**src/rtl/bfas_pkg.sv**
```systemverilog
// Shared types and codes for the byte FIFO with auto send.
// No dependencies; every other file in rtl/ refers to this package.
`default_nettype none

package bfas_pkg;

	localparam int OPCODE_W   = 2;
	localparam int BYTE_W     = 8;
	localparam int STATUS_W   = 2;
	localparam int FILL_W     = 6;
	localparam int CFG_IDX_W  = 4;
	localparam int CFG_DATA_W = 8;
	localparam int SIZE_W     = 3;

	localparam logic [OPCODE_W-1:0] OP_PUT   = 2'd0;
	localparam logic [OPCODE_W-1:0] OP_GET   = 2'd1;
	localparam logic [OPCODE_W-1:0] OP_POP   = 2'd2;
	localparam logic [OPCODE_W-1:0] OP_FLUSH = 2'd3;

	localparam logic [STATUS_W-1:0] ST_OK    = 2'd0;
	localparam logic [STATUS_W-1:0] ST_FULL  = 2'd1;
	localparam logic [STATUS_W-1:0] ST_EMPTY = 2'd2;

	localparam logic [CFG_IDX_W-1:0] CFG_AUTO_SEND = 4'd0;
	localparam logic [CFG_IDX_W-1:0] CFG_SIZE_LOG2 = 4'd1;

	localparam logic [SIZE_W-1:0] SIZE_LOG2_RESET = 3'd6;

	// controller to datapath
	typedef struct packed {
		logic accept;   // latch the input beat
		logic exec;     // run one step of the latched operation and load the result
	} cmd_t;

	// datapath to controller
	typedef struct packed {
		logic slot_free;   // result register can take a result this cycle
		logic flush_more;  // the step now running leaves bytes for further flush steps
	} sts_t;

endpackage

`default_nettype wire

```
**src/rtl/bfas_if.sv**
```systemverilog
// Channel interfaces: operation input, result output, register write port.
// Depends on bfas_pkg for field widths.
`default_nettype none

interface bfas_in_if;
	logic                               valid;
	logic                               ready;
	logic [bfas_pkg::OPCODE_W-1:0]      opcode;
	logic [bfas_pkg::BYTE_W-1:0]        data_byte;

	modport source (output valid, output opcode, output data_byte, input ready);
	modport sink   (input valid, input opcode, input data_byte, output ready);
endinterface

interface bfas_out_if;
	logic                               valid;
	logic                               ready;
	logic [bfas_pkg::STATUS_W-1:0]      status;
	logic                               byte_valid;
	logic [bfas_pkg::BYTE_W-1:0]        out_byte;
	logic                               last;
	logic [bfas_pkg::FILL_W-1:0]        fill_level;
	logic                               idle_flag;

	modport source (output valid, output status, output byte_valid, output out_byte,
		output last, output fill_level, output idle_flag, input ready);
	modport sink   (input valid, input status, input byte_valid, input out_byte,
		input last, input fill_level, input idle_flag, output ready);
endinterface

interface bfas_cfg_if;
	logic                               valid;
	logic                               ready;
	logic [bfas_pkg::CFG_IDX_W-1:0]     index;
	logic [bfas_pkg::CFG_DATA_W-1:0]    data;

	modport source (output valid, output index, output data, input ready);
	modport sink   (input valid, input index, input data, output ready);
endinterface

`default_nettype wire

```
**src/rtl/bfas_ctrl.sv**
```systemverilog
// Controller FSM: accepts an operation, then issues execute steps until the
// operation (a flush may take many) is done. Depends on bfas_pkg.
`default_nettype none

module bfas_ctrl (
	input  logic           clk,
	input  logic           arst_n,
	input  logic           in_valid,
	output logic           in_ready,
	input  logic           cfg_valid,
	output logic           cfg_ready,
	output bfas_pkg::cmd_t cmd,
	input  bfas_pkg::sts_t sts
);

	localparam logic ST_IDLE = 1'b0;
	localparam logic ST_EXEC = 1'b1;

	logic state_q;
	logic state_n;

	// register writes win over a new beat in the same cycle
	assign cfg_ready = (state_q == ST_IDLE);
	assign in_ready  = (state_q == ST_IDLE) && !cfg_valid;

	assign cmd.accept = in_valid && in_ready;
	assign cmd.exec   = (state_q == ST_EXEC) && sts.slot_free;

	always_comb begin
		state_n = state_q;
		case (state_q)
			ST_IDLE: begin
				if (cmd.accept) state_n = ST_EXEC;
			end
			ST_EXEC: begin
				if (cmd.exec && !sts.flush_more) state_n = ST_IDLE;
			end
			default: state_n = ST_IDLE;
		endcase
	end

	always_ff @(posedge clk or negedge arst_n) begin
		if (!arst_n) begin
			state_q <= ST_IDLE;
		end else begin
			state_q <= state_n;
		end
	end

endmodule

`default_nettype wire

```
**src/rtl/bfas_dp.sv**
```systemverilog
// Datapath: byte ring memory, write/read indices, idle flag, config registers
// and the result register. Depends on bfas_pkg.
`default_nettype none

module bfas_dp #(
	parameter int DEPTH = 64
) (
	input  logic                              clk,
	input  logic                              arst_n,
	input  bfas_pkg::cmd_t                    cmd,
	output bfas_pkg::sts_t                    sts,
	input  logic [bfas_pkg::OPCODE_W-1:0]     opcode,
	input  logic [bfas_pkg::BYTE_W-1:0]       data_byte,
	input  logic                              cfg_we,
	input  logic [bfas_pkg::CFG_IDX_W-1:0]    cfg_index,
	input  logic [bfas_pkg::CFG_DATA_W-1:0]   cfg_data,
	output logic                              out_valid,
	input  logic                              out_ready,
	output logic [bfas_pkg::STATUS_W-1:0]     out_status,
	output logic                              out_byte_valid,
	output logic [bfas_pkg::BYTE_W-1:0]       out_byte,
	output logic                              out_last,
	output logic [bfas_pkg::FILL_W-1:0]       out_fill_level,
	output logic                              out_idle_flag
);

	localparam int IW = $clog2(DEPTH);

	// clamp log2 size to 1..6, cap the size at DEPTH, give size minus one
	function automatic logic [IW-1:0] ring_mask(input logic [bfas_pkg::SIZE_W-1:0] lg);
		logic [bfas_pkg::SIZE_W-1:0] l;
		logic [6:0]                  sz;
		l = lg;
		if (l < 3'd1) l = 3'd1;
		if (l > 3'd6) l = 3'd6;
		sz = 7'd1 << l;
		if (sz > 7'(DEPTH)) sz = 7'(DEPTH);
		return IW'(sz - 7'd1);
	endfunction

	logic [bfas_pkg::BYTE_W-1:0]   mem_q [DEPTH];
	logic [bfas_pkg::BYTE_W-1:0]   rdata_q;

	logic [bfas_pkg::OPCODE_W-1:0] op_q;
	logic [bfas_pkg::BYTE_W-1:0]   data_q;
	logic [IW-1:0]                 w_q, r_q, mask_q;
	logic                          idle_q, auto_q;
	logic                          out_valid_q;

	logic [IW-1:0]                 w_n, r_n, w_inc, r_inc, cfg_mask, fill;
	logic                          idle_n, empty, full, mem_we, flush_more, size_we;
	logic [bfas_pkg::STATUS_W-1:0] res_status;
	logic                          res_bv, res_last;
	logic [bfas_pkg::BYTE_W-1:0]   res_byte;

	assign cfg_mask = ring_mask(cfg_data[bfas_pkg::SIZE_W-1:0]);
	assign size_we  = cfg_we && (cfg_index == bfas_pkg::CFG_SIZE_LOG2);

	assign empty = (w_q == r_q);
	assign full  = (w_q == ((r_q - IW'(1)) & mask_q));
	assign w_inc = (w_q + IW'(1)) & mask_q;
	assign r_inc = (r_q + IW'(1)) & mask_q;

	always_comb begin
		w_n        = w_q;
		r_n        = r_q;
		idle_n     = idle_q;
		mem_we     = 1'b0;
		res_status = bfas_pkg::ST_OK;
		res_bv     = 1'b0;
		res_byte   = '0;
		res_last   = 1'b1;
		flush_more = 1'b0;
		if (cmd.exec) begin
			case (op_q)
				bfas_pkg::OP_PUT: begin
					if (full) begin
						res_status = bfas_pkg::ST_FULL;
					end else begin
						mem_we = 1'b1;
						w_n    = w_inc;
						if (idle_q && auto_q) begin
							// on an empty ring the byte sent is the one just stored
							res_bv   = 1'b1;
							res_byte = empty ? data_q : rdata_q;
							r_n      = r_inc;
							idle_n   = 1'b0;
						end
					end
				end
				bfas_pkg::OP_GET, bfas_pkg::OP_POP: begin
					if (empty) begin
						res_status = bfas_pkg::ST_EMPTY;
						idle_n     = 1'b1;
					end else begin
						res_bv   = 1'b1;
						res_byte = rdata_q;
						r_n      = r_inc;
						idle_n   = 1'b0;
					end
				end
				bfas_pkg::OP_FLUSH: begin
					if (empty) begin
						idle_n = 1'b1;
					end else begin
						res_bv   = 1'b1;
						res_byte = rdata_q;
						r_n      = r_inc;
						if (r_inc == w_q) begin
							idle_n = 1'b1;
						end else begin
							idle_n     = 1'b0;
							res_last   = 1'b0;
							flush_more = 1'b1;
						end
					end
				end
				default: ;
			endcase
		end else if (size_we) begin
			w_n = w_q & cfg_mask;
			r_n = r_q & cfg_mask;
		end
	end

	assign fill = (w_n - r_n) & mask_q;

	assign sts.slot_free  = !out_valid_q || out_ready;
	assign sts.flush_more = flush_more;

	// read the next read position so the oldest byte is always registered
	always_ff @(posedge clk) begin
		if (mem_we) mem_q[w_q] <= data_q;
		rdata_q <= mem_q[r_n];
	end

	always_ff @(posedge clk) begin
		if (cmd.accept) begin
			op_q   <= opcode;
			data_q <= data_byte;
		end
		if (cmd.exec) begin
			out_status     <= res_status;
			out_byte_valid <= res_bv;
			out_byte       <= res_byte;
			out_last       <= res_last;
			out_fill_level <= bfas_pkg::FILL_W'(fill);
			out_idle_flag  <= idle_n;
		end
	end

	always_ff @(posedge clk or negedge arst_n) begin
		if (!arst_n) begin
			w_q         <= '0;
			r_q         <= '0;
			idle_q      <= 1'b1;
			auto_q      <= 1'b0;
			mask_q      <= ring_mask(bfas_pkg::SIZE_LOG2_RESET);
			out_valid_q <= 1'b0;
		end else begin
			w_q    <= w_n;
			r_q    <= r_n;
			idle_q <= idle_n;
			if (cfg_we && (cfg_index == bfas_pkg::CFG_AUTO_SEND)) auto_q <= cfg_data[0];
			if (size_we) mask_q <= cfg_mask;
			if (cmd.exec) begin
				out_valid_q <= 1'b1;
			end else if (out_ready) begin
				out_valid_q <= 1'b0;
			end
		end
	end

	assign out_valid = out_valid_q;

endmodule

`default_nettype wire

```
**src/rtl/byte_fifo_auto_send.sv**
```systemverilog
// Top level of the byte FIFO with auto send: controller plus datapath.
// Depends on bfas_pkg, bfas_if, bfas_ctrl and bfas_dp.
//
//  channel | role   | payload                                          | beat when
//  in_ch   | sink   | opcode, data_byte                                | valid && ready
//  out_ch  | source | status, byte_valid, out_byte, last, fill_level,  | valid && ready
//          |        | idle_flag                                        |
//  cfg     | sink   | index (0 auto_send, 1 size_log2), data           | valid && ready
//
// Put, get and pop are accepted in the idle state, then executed in a single step.
// A flush executes one step per stored byte, each step one ring read;
// a flush of an empty ring executes in a single step, like the other operations.
// The registered read port of the ring memory has the next byte ready for each step.
// Reset clears indices and registers, sets the idle flag; the ring needs no clearing.
// A result waits in the output register; execution holds while it is not taken.
// A register write has priority over an input beat offered in the same cycle.
`default_nettype none

module byte_fifo_auto_send #(
	parameter int DEPTH = 64
) (
	input  logic      clk,
	input  logic      arst_n,
	bfas_in_if.sink   in_ch,
	bfas_out_if.source out_ch,
	bfas_cfg_if.sink  cfg
);

	bfas_pkg::cmd_t cmd;
	bfas_pkg::sts_t sts;

	bfas_ctrl u_ctrl (
		.clk       (clk),
		.arst_n    (arst_n),
		.in_valid  (in_ch.valid),
		.in_ready  (in_ch.ready),
		.cfg_valid (cfg.valid),
		.cfg_ready (cfg.ready),
		.cmd       (cmd),
		.sts       (sts)
	);

	bfas_dp #(
		.DEPTH (DEPTH)
	) u_dp (
		.clk            (clk),
		.arst_n         (arst_n),
		.cmd            (cmd),
		.sts            (sts),
		.opcode         (in_ch.opcode),
		.data_byte      (in_ch.data_byte),
		.cfg_we         (cfg.valid && cfg.ready),
		.cfg_index      (cfg.index),
		.cfg_data       (cfg.data),
		.out_valid      (out_ch.valid),
		.out_ready      (out_ch.ready),
		.out_status     (out_ch.status),
		.out_byte_valid (out_ch.byte_valid),
		.out_byte       (out_ch.out_byte),
		.out_last       (out_ch.last),
		.out_fill_level (out_ch.fill_level),
		.out_idle_flag  (out_ch.idle_flag)
	);

endmodule

`default_nettype wire

```
**src/flat_wrapper.sv**
```systemverilog
// flat-port wrapper written by rule: the top's interface ports become plain ports
module byte_fifo_auto_send_flat 
#(
	parameter int DEPTH = 64
)
  (clk, arst_n, in_ch_valid, in_ch_opcode, in_ch_data_byte, in_ch_ready, out_ch_valid, out_ch_status, out_ch_byte_valid, out_ch_out_byte, out_ch_last, out_ch_fill_level, out_ch_idle_flag, out_ch_ready, cfg_valid, cfg_index, cfg_data, cfg_ready);
  bfas_in_if in_ch_i ();
  bfas_out_if out_ch_i ();
  bfas_cfg_if cfg_i ();
  input  logic clk;
  input  logic arst_n;
  input wire logic [$bits(in_ch_i.valid)-1:0] in_ch_valid;
  input wire logic [$bits(in_ch_i.opcode)-1:0] in_ch_opcode;
  input wire logic [$bits(in_ch_i.data_byte)-1:0] in_ch_data_byte;
  output wire logic [$bits(in_ch_i.ready)-1:0] in_ch_ready;
  output wire logic [$bits(out_ch_i.valid)-1:0] out_ch_valid;
  output wire logic [$bits(out_ch_i.status)-1:0] out_ch_status;
  output wire logic [$bits(out_ch_i.byte_valid)-1:0] out_ch_byte_valid;
  output wire logic [$bits(out_ch_i.out_byte)-1:0] out_ch_out_byte;
  output wire logic [$bits(out_ch_i.last)-1:0] out_ch_last;
  output wire logic [$bits(out_ch_i.fill_level)-1:0] out_ch_fill_level;
  output wire logic [$bits(out_ch_i.idle_flag)-1:0] out_ch_idle_flag;
  input wire logic [$bits(out_ch_i.ready)-1:0] out_ch_ready;
  input wire logic [$bits(cfg_i.valid)-1:0] cfg_valid;
  input wire logic [$bits(cfg_i.index)-1:0] cfg_index;
  input wire logic [$bits(cfg_i.data)-1:0] cfg_data;
  output wire logic [$bits(cfg_i.ready)-1:0] cfg_ready;
  assign in_ch_i.valid = in_ch_valid;
  assign in_ch_i.opcode = in_ch_opcode;
  assign in_ch_i.data_byte = in_ch_data_byte;
  assign in_ch_ready = in_ch_i.ready;
  assign out_ch_valid = out_ch_i.valid;
  assign out_ch_status = out_ch_i.status;
  assign out_ch_byte_valid = out_ch_i.byte_valid;
  assign out_ch_out_byte = out_ch_i.out_byte;
  assign out_ch_last = out_ch_i.last;
  assign out_ch_fill_level = out_ch_i.fill_level;
  assign out_ch_idle_flag = out_ch_i.idle_flag;
  assign out_ch_i.ready = out_ch_ready;
  assign cfg_i.valid = cfg_valid;
  assign cfg_i.index = cfg_index;
  assign cfg_i.data = cfg_data;
  assign cfg_ready = cfg_i.ready;
  byte_fifo_auto_send #(.DEPTH(DEPTH)) u_core (.clk(clk), .arst_n(arst_n), .in_ch(in_ch_i), .out_ch(out_ch_i), .cfg(cfg_i));
endmodule
```
**config.mk**
```make
export PLATFORM = sky130hd
export DESIGN_NAME = byte_fifo_auto_send_flat
export DESIGN_NICKNAME = d
export VERILOG_FILES = /design/src/rtl/bfas_pkg.sv /design/src/rtl/bfas_if.sv /design/src/rtl/bfas_ctrl.sv /design/src/rtl/bfas_dp.sv /design/src/rtl/byte_fifo_auto_send.sv /design/src/flat_wrapper.sv
export SDC_FILE = /design/constraint.sdc
export NUM_CORES = 1
export LEC_CHECK = 0
export BUFFER_PORTS_ARGS = -buffer_cell sky130_fd_sc_hd__buf_2
export CAP_MARGIN = 10
export CORE_MARGIN = 5
export CORE_UTILIZATION = 30
export CTS_CLUSTER_DIAMETER = 200
export DETAILED_ROUTE_END_ITERATION = 6
export PLACE_DENSITY_LB_ADDON = 0.15
export SETUP_SLACK_MARGIN = 0.15
export SLEW_MARGIN = 20
export SYNTH_ARGS = -nofsm -noshare
export SYNTH_HDL_FRONTEND = slang
export SYNTH_SLANG_ARGS = --single-unit
export TNS_END_PERCENT = 20
```
**constraint.sdc**
```tcl
create_clock -name clk -period 5.05 [get_ports clk]
set_input_delay 0.505 -clock clk [delete_from_list [all_inputs] [get_ports clk]]
set_output_delay 0.505 -clock clk [all_outputs]
set_load 0.02 [all_outputs]
```
==> results.cfg <==
[run_status]
status = finished clean

[clock_network]
clockBufferDepth = 3
postCtsSetupBuffers = 0
numCtsBuffers = 67
clock_latency_ns = 0.60
clock-root-buffer = clkbuf_16
tritoncts = built
clock_sink_count = 571
cts_max_level = 3
path_clk_slew_ns = 0.06

[power]
power_density_mw_per_mm2 = 530
power.share.combinational_pct = 31.5
total_leakage_power_nw = 9.83
swShare_pct = 33.7
seqPwrFrac_pct = 37.5
peakVddDrop_mv = 0.308
clkPwrFrac_pct = 31.0
power_mw = 14.7
power.switching_mw = 4.94
p_int_mw = 9.72

[global_route]
grt_pass1_vias = 13800
grt-ovfl-total = 0
grt_pass1_wl_um = 94200
grt_max_degree = 67
antenna_found_initial = 0
grt_usage_pct = 14.9

[routing]
wl_per_cell_um = 22.3
avgViaCountPerCell = 4.82
drt_iter0_drc = 1077
ant_nets = 0
dr.pass1.iters = 5
drt-total-wl_um = 64500
vias = 13900
drc_errors = 0

[synthesis]
synth-edff-count = 541
synth-seq-cells = 571
synthTopCellsByArea = edfxtp_1 (69%), mux2i_1 (5.5%), nand2_1 (4.6%)
async_flop_share_pct = 3.85
synthMuxAreaShare_pct = 7.07
synthAdderAreaFrac_pct = 0.665
yosysWarnings = 0
synthMostInstantiatedCell = edfxtp_1
synth-simple-area-share_pct = 10.6
synth_nets = 1697
netlist_top_cells_count = edfxtp_1 (541), nand2_1 (290), mux2i_1 (130)
yosys.area.top_type_share_pct = 68.5
yosysUniqueCellTypes = 79
ys.flop_type = edfxtp_1
synth_top_area_cell = edfxtp_1
synth-seq-area-share_pct = 71.6
postSynthCellCount = 1658
syn_area_sq_mm = 0.0237
synth_xor_xnor_area_share_pct = 0.924
avgSynthCellArea_sq_um = 14.3
synth_top_family_by_area = simple AND/OR/NAND/NOR gates
synth-compound-area-share_pct = 6.40

[floorplanning]
fp.dieW_um = 291
die_y_um = 291
dieArea_sq_mm = 0.0847
ioPinCount = 49
initial_core_util_pct = 30.2
rows = 103
core_region_area_sq_mm = 0.0786

[layout]
fill_cells = 7638
drive_above_1_share_pct = 16.8
antenna_cells = 0
nets = 1826
register_area_sq_mm = 0.0170
area_growth_pct = 16.7
multi_input_area_sq_mm = 0.00613
finalNonFillerCells = 2890
design_area_sq_mm = 0.0277

[critical_path]
critPathKind = reg2reg
cp_common_cell = a21o_1
cpPeakStageDelay_ns = 0.51
crit_path_end_kind = register
cp_cell_sequence = inv_1, ha_1, nor3b_1, mux2i_1, xor2_1, o41ai_2, o21bai_2, a32o_4, inv_2, ha_1, a21o_1, a21o_1, a21o_1, a21oi_1, xnor2_1, xnor2_1, and2_1
cp_max_fo = 15
reg2reg_depth = 17
required_ns = 5.39
startpoint_type = register
arrival_ns = 4.91
crit_slowest_cell = o41ai_2

[sta]
tightest_slew_ns = 1.01
tns_ns = 0
skew_ns = 0.0216
relSlewSlack_pct = 32.8
hold_violations = 0
post-route-period-util_pct = 90.4
period_needed_ns = 4.56
timing.final.max_slew_violations = 0
setup_viol = 0
fmax_mhz = 219
rsz0062_at_grt = yes

[worst_hold_path]
hold_path_depth = 1
hold_class = in2reg

[place]
io_buffers = 43
dp_cells = 2766
place_congestion = 0.822
dp_hpwl_um = 39600
dpl_cell_area_sq_mm = 0.0256

[run]
maxCapViolCount = 0
worst paths after layout:
path                                                   start                                       to  slack (ns)
setup / recovery                u_core.u_dp.r_q[0]$_DFF_PN0_  u_core.u_dp.out_fill_level[5]$_DFFE_PP_        0.49
hold / removal                            in_ch_data_byte[3]          u_core.u_dp.data_q[3]$_DFFE_PP_        0.09
setup reg to reg                u_core.u_dp.r_q[0]$_DFF_PN0_  u_core.u_dp.out_fill_level[5]$_DFFE_PP_        0.49
hold reg to reg            u_core.u_dp.mask_q[3]$_DFFE_PN1P_        u_core.u_dp.mask_q[3]$_DFFE_PN1P_        0.52
max in group asynchronous                             arst_n             u_core.u_dp.w_q[5]$_DFF_PN0_        4.22
min in group asynchronous                             arst_n          u_core.u_ctrl.state_q$_DFF_PN0_        0.44
power groups by stage:
stage               clock network (mW)  logic (mW)  registers, mW
floorplan                            0        3.13           5.64
global placement                     0        4.66           5.60
detailed placement                   0        4.66           5.60
CTS                               4.68        4.67           5.51
global route                      4.89        5.00           5.52
finish                            4.54        4.62           5.50
cell families (layout without fill, tap and decap cells):
kind of cell	Yosys count	in the layout
adder cells (fa/ha/maj)	12	12
flip-flops	571	571
AND/OR/NAND/NOR	574	574
buffers and inverters	114	296
AO/OA/AOI/OAI	199	199
XOR/XNOR	25	25
multiplexers	163	163
placed cells by master (no fill, tap or decap), drive strengths merged, types with 11 or more instances in the layout:
cell type,netlist,final
buf,70,154
inv,19,24
xnor2,13,13
mux2,33,33
clkinv,0,18
edfxtp,541,541
o22ai,15,15
a32o,15,15
nor2,128,128
o21ai,28,28
clkbuf,25,92
and3,34,34
dfrtp,15,15
and2,11,11
nand2,290,290
a311oi,19,19
mux2i,130,130
ha,11,11
nand3,52,52
a21oi,28,28
o22a,13,13
xor2,12,12
sequential cells by signal, indices dropped and copies added (netlist names), 6 cells and up:
signal and count:
u_core.u_dp.r_q 6, u_core.u_dp.mem_q 512, u_core.u_dp.mask_q 6, u_core.u_dp.rdata_q 8
u_core.u_dp.out_fill_level 6, u_core.u_dp.out_byte 8, u_core.u_dp.data_q 8, u_core.u_dp.w_q 6
what timing repair did:
| action | in CTS | in global routing |
|---|---|---|
| endpoints found under the setup margin | 0 | 6 |
| gates resized for setup | 0 | 5 |
| hold buffers | 1 | 0 |
| hold endpoints to repair | 15 | 0 |
metal layers:
metal / up-vias / GRT usage, % / share of wire, %
li1: 6493 / - / -
met1: 7021 / 20.9 / 46
met2: 324 / 23.4 / 46
met3: 100 / 3.15 / 5.6
met4: 0 / 4.14 / 2.4
met5: - / 0 / 0
final cells by class:
class                   instances  area share (%)
well taps                    1050            4.75
multi-input cells             973            22.2
clock buffers                  92            6.51
flip-flops and latches        571            61.3
clock inverters                30           0.900
inverters                      19           0.267
repair buffers                155            4.06
worst max-delay path, delay by kind of cell, from the launching register on:
kind / cells / cell delay, ns
adders and majority gates: 2 / 0.48
muxes: 1 / 0.25
xor gates and xnor gates: 3 / 0.41
and+or+nand+nor: 2 / 0.42
DFF: 1 / 0.46
AOI/OAI and AO/OA: 7 / 1.92
buffers and inverters: 2 / 0.35
per-stage QoR:
step	hold slack [ns]	util [%]	worst slack, ns
3_3_place_gp	0.507	32.5	0.261
4_1_cts	0.0464	35.1	0.239
5_1_grt	0.0456	35.2	0.116
3_5_place_dp	0.502	32.5	0.199
2_1_floorplan	0.209	-	0.613
6_report	0.0864	35.2	0.486
Power figures use the tool's default switching activity.
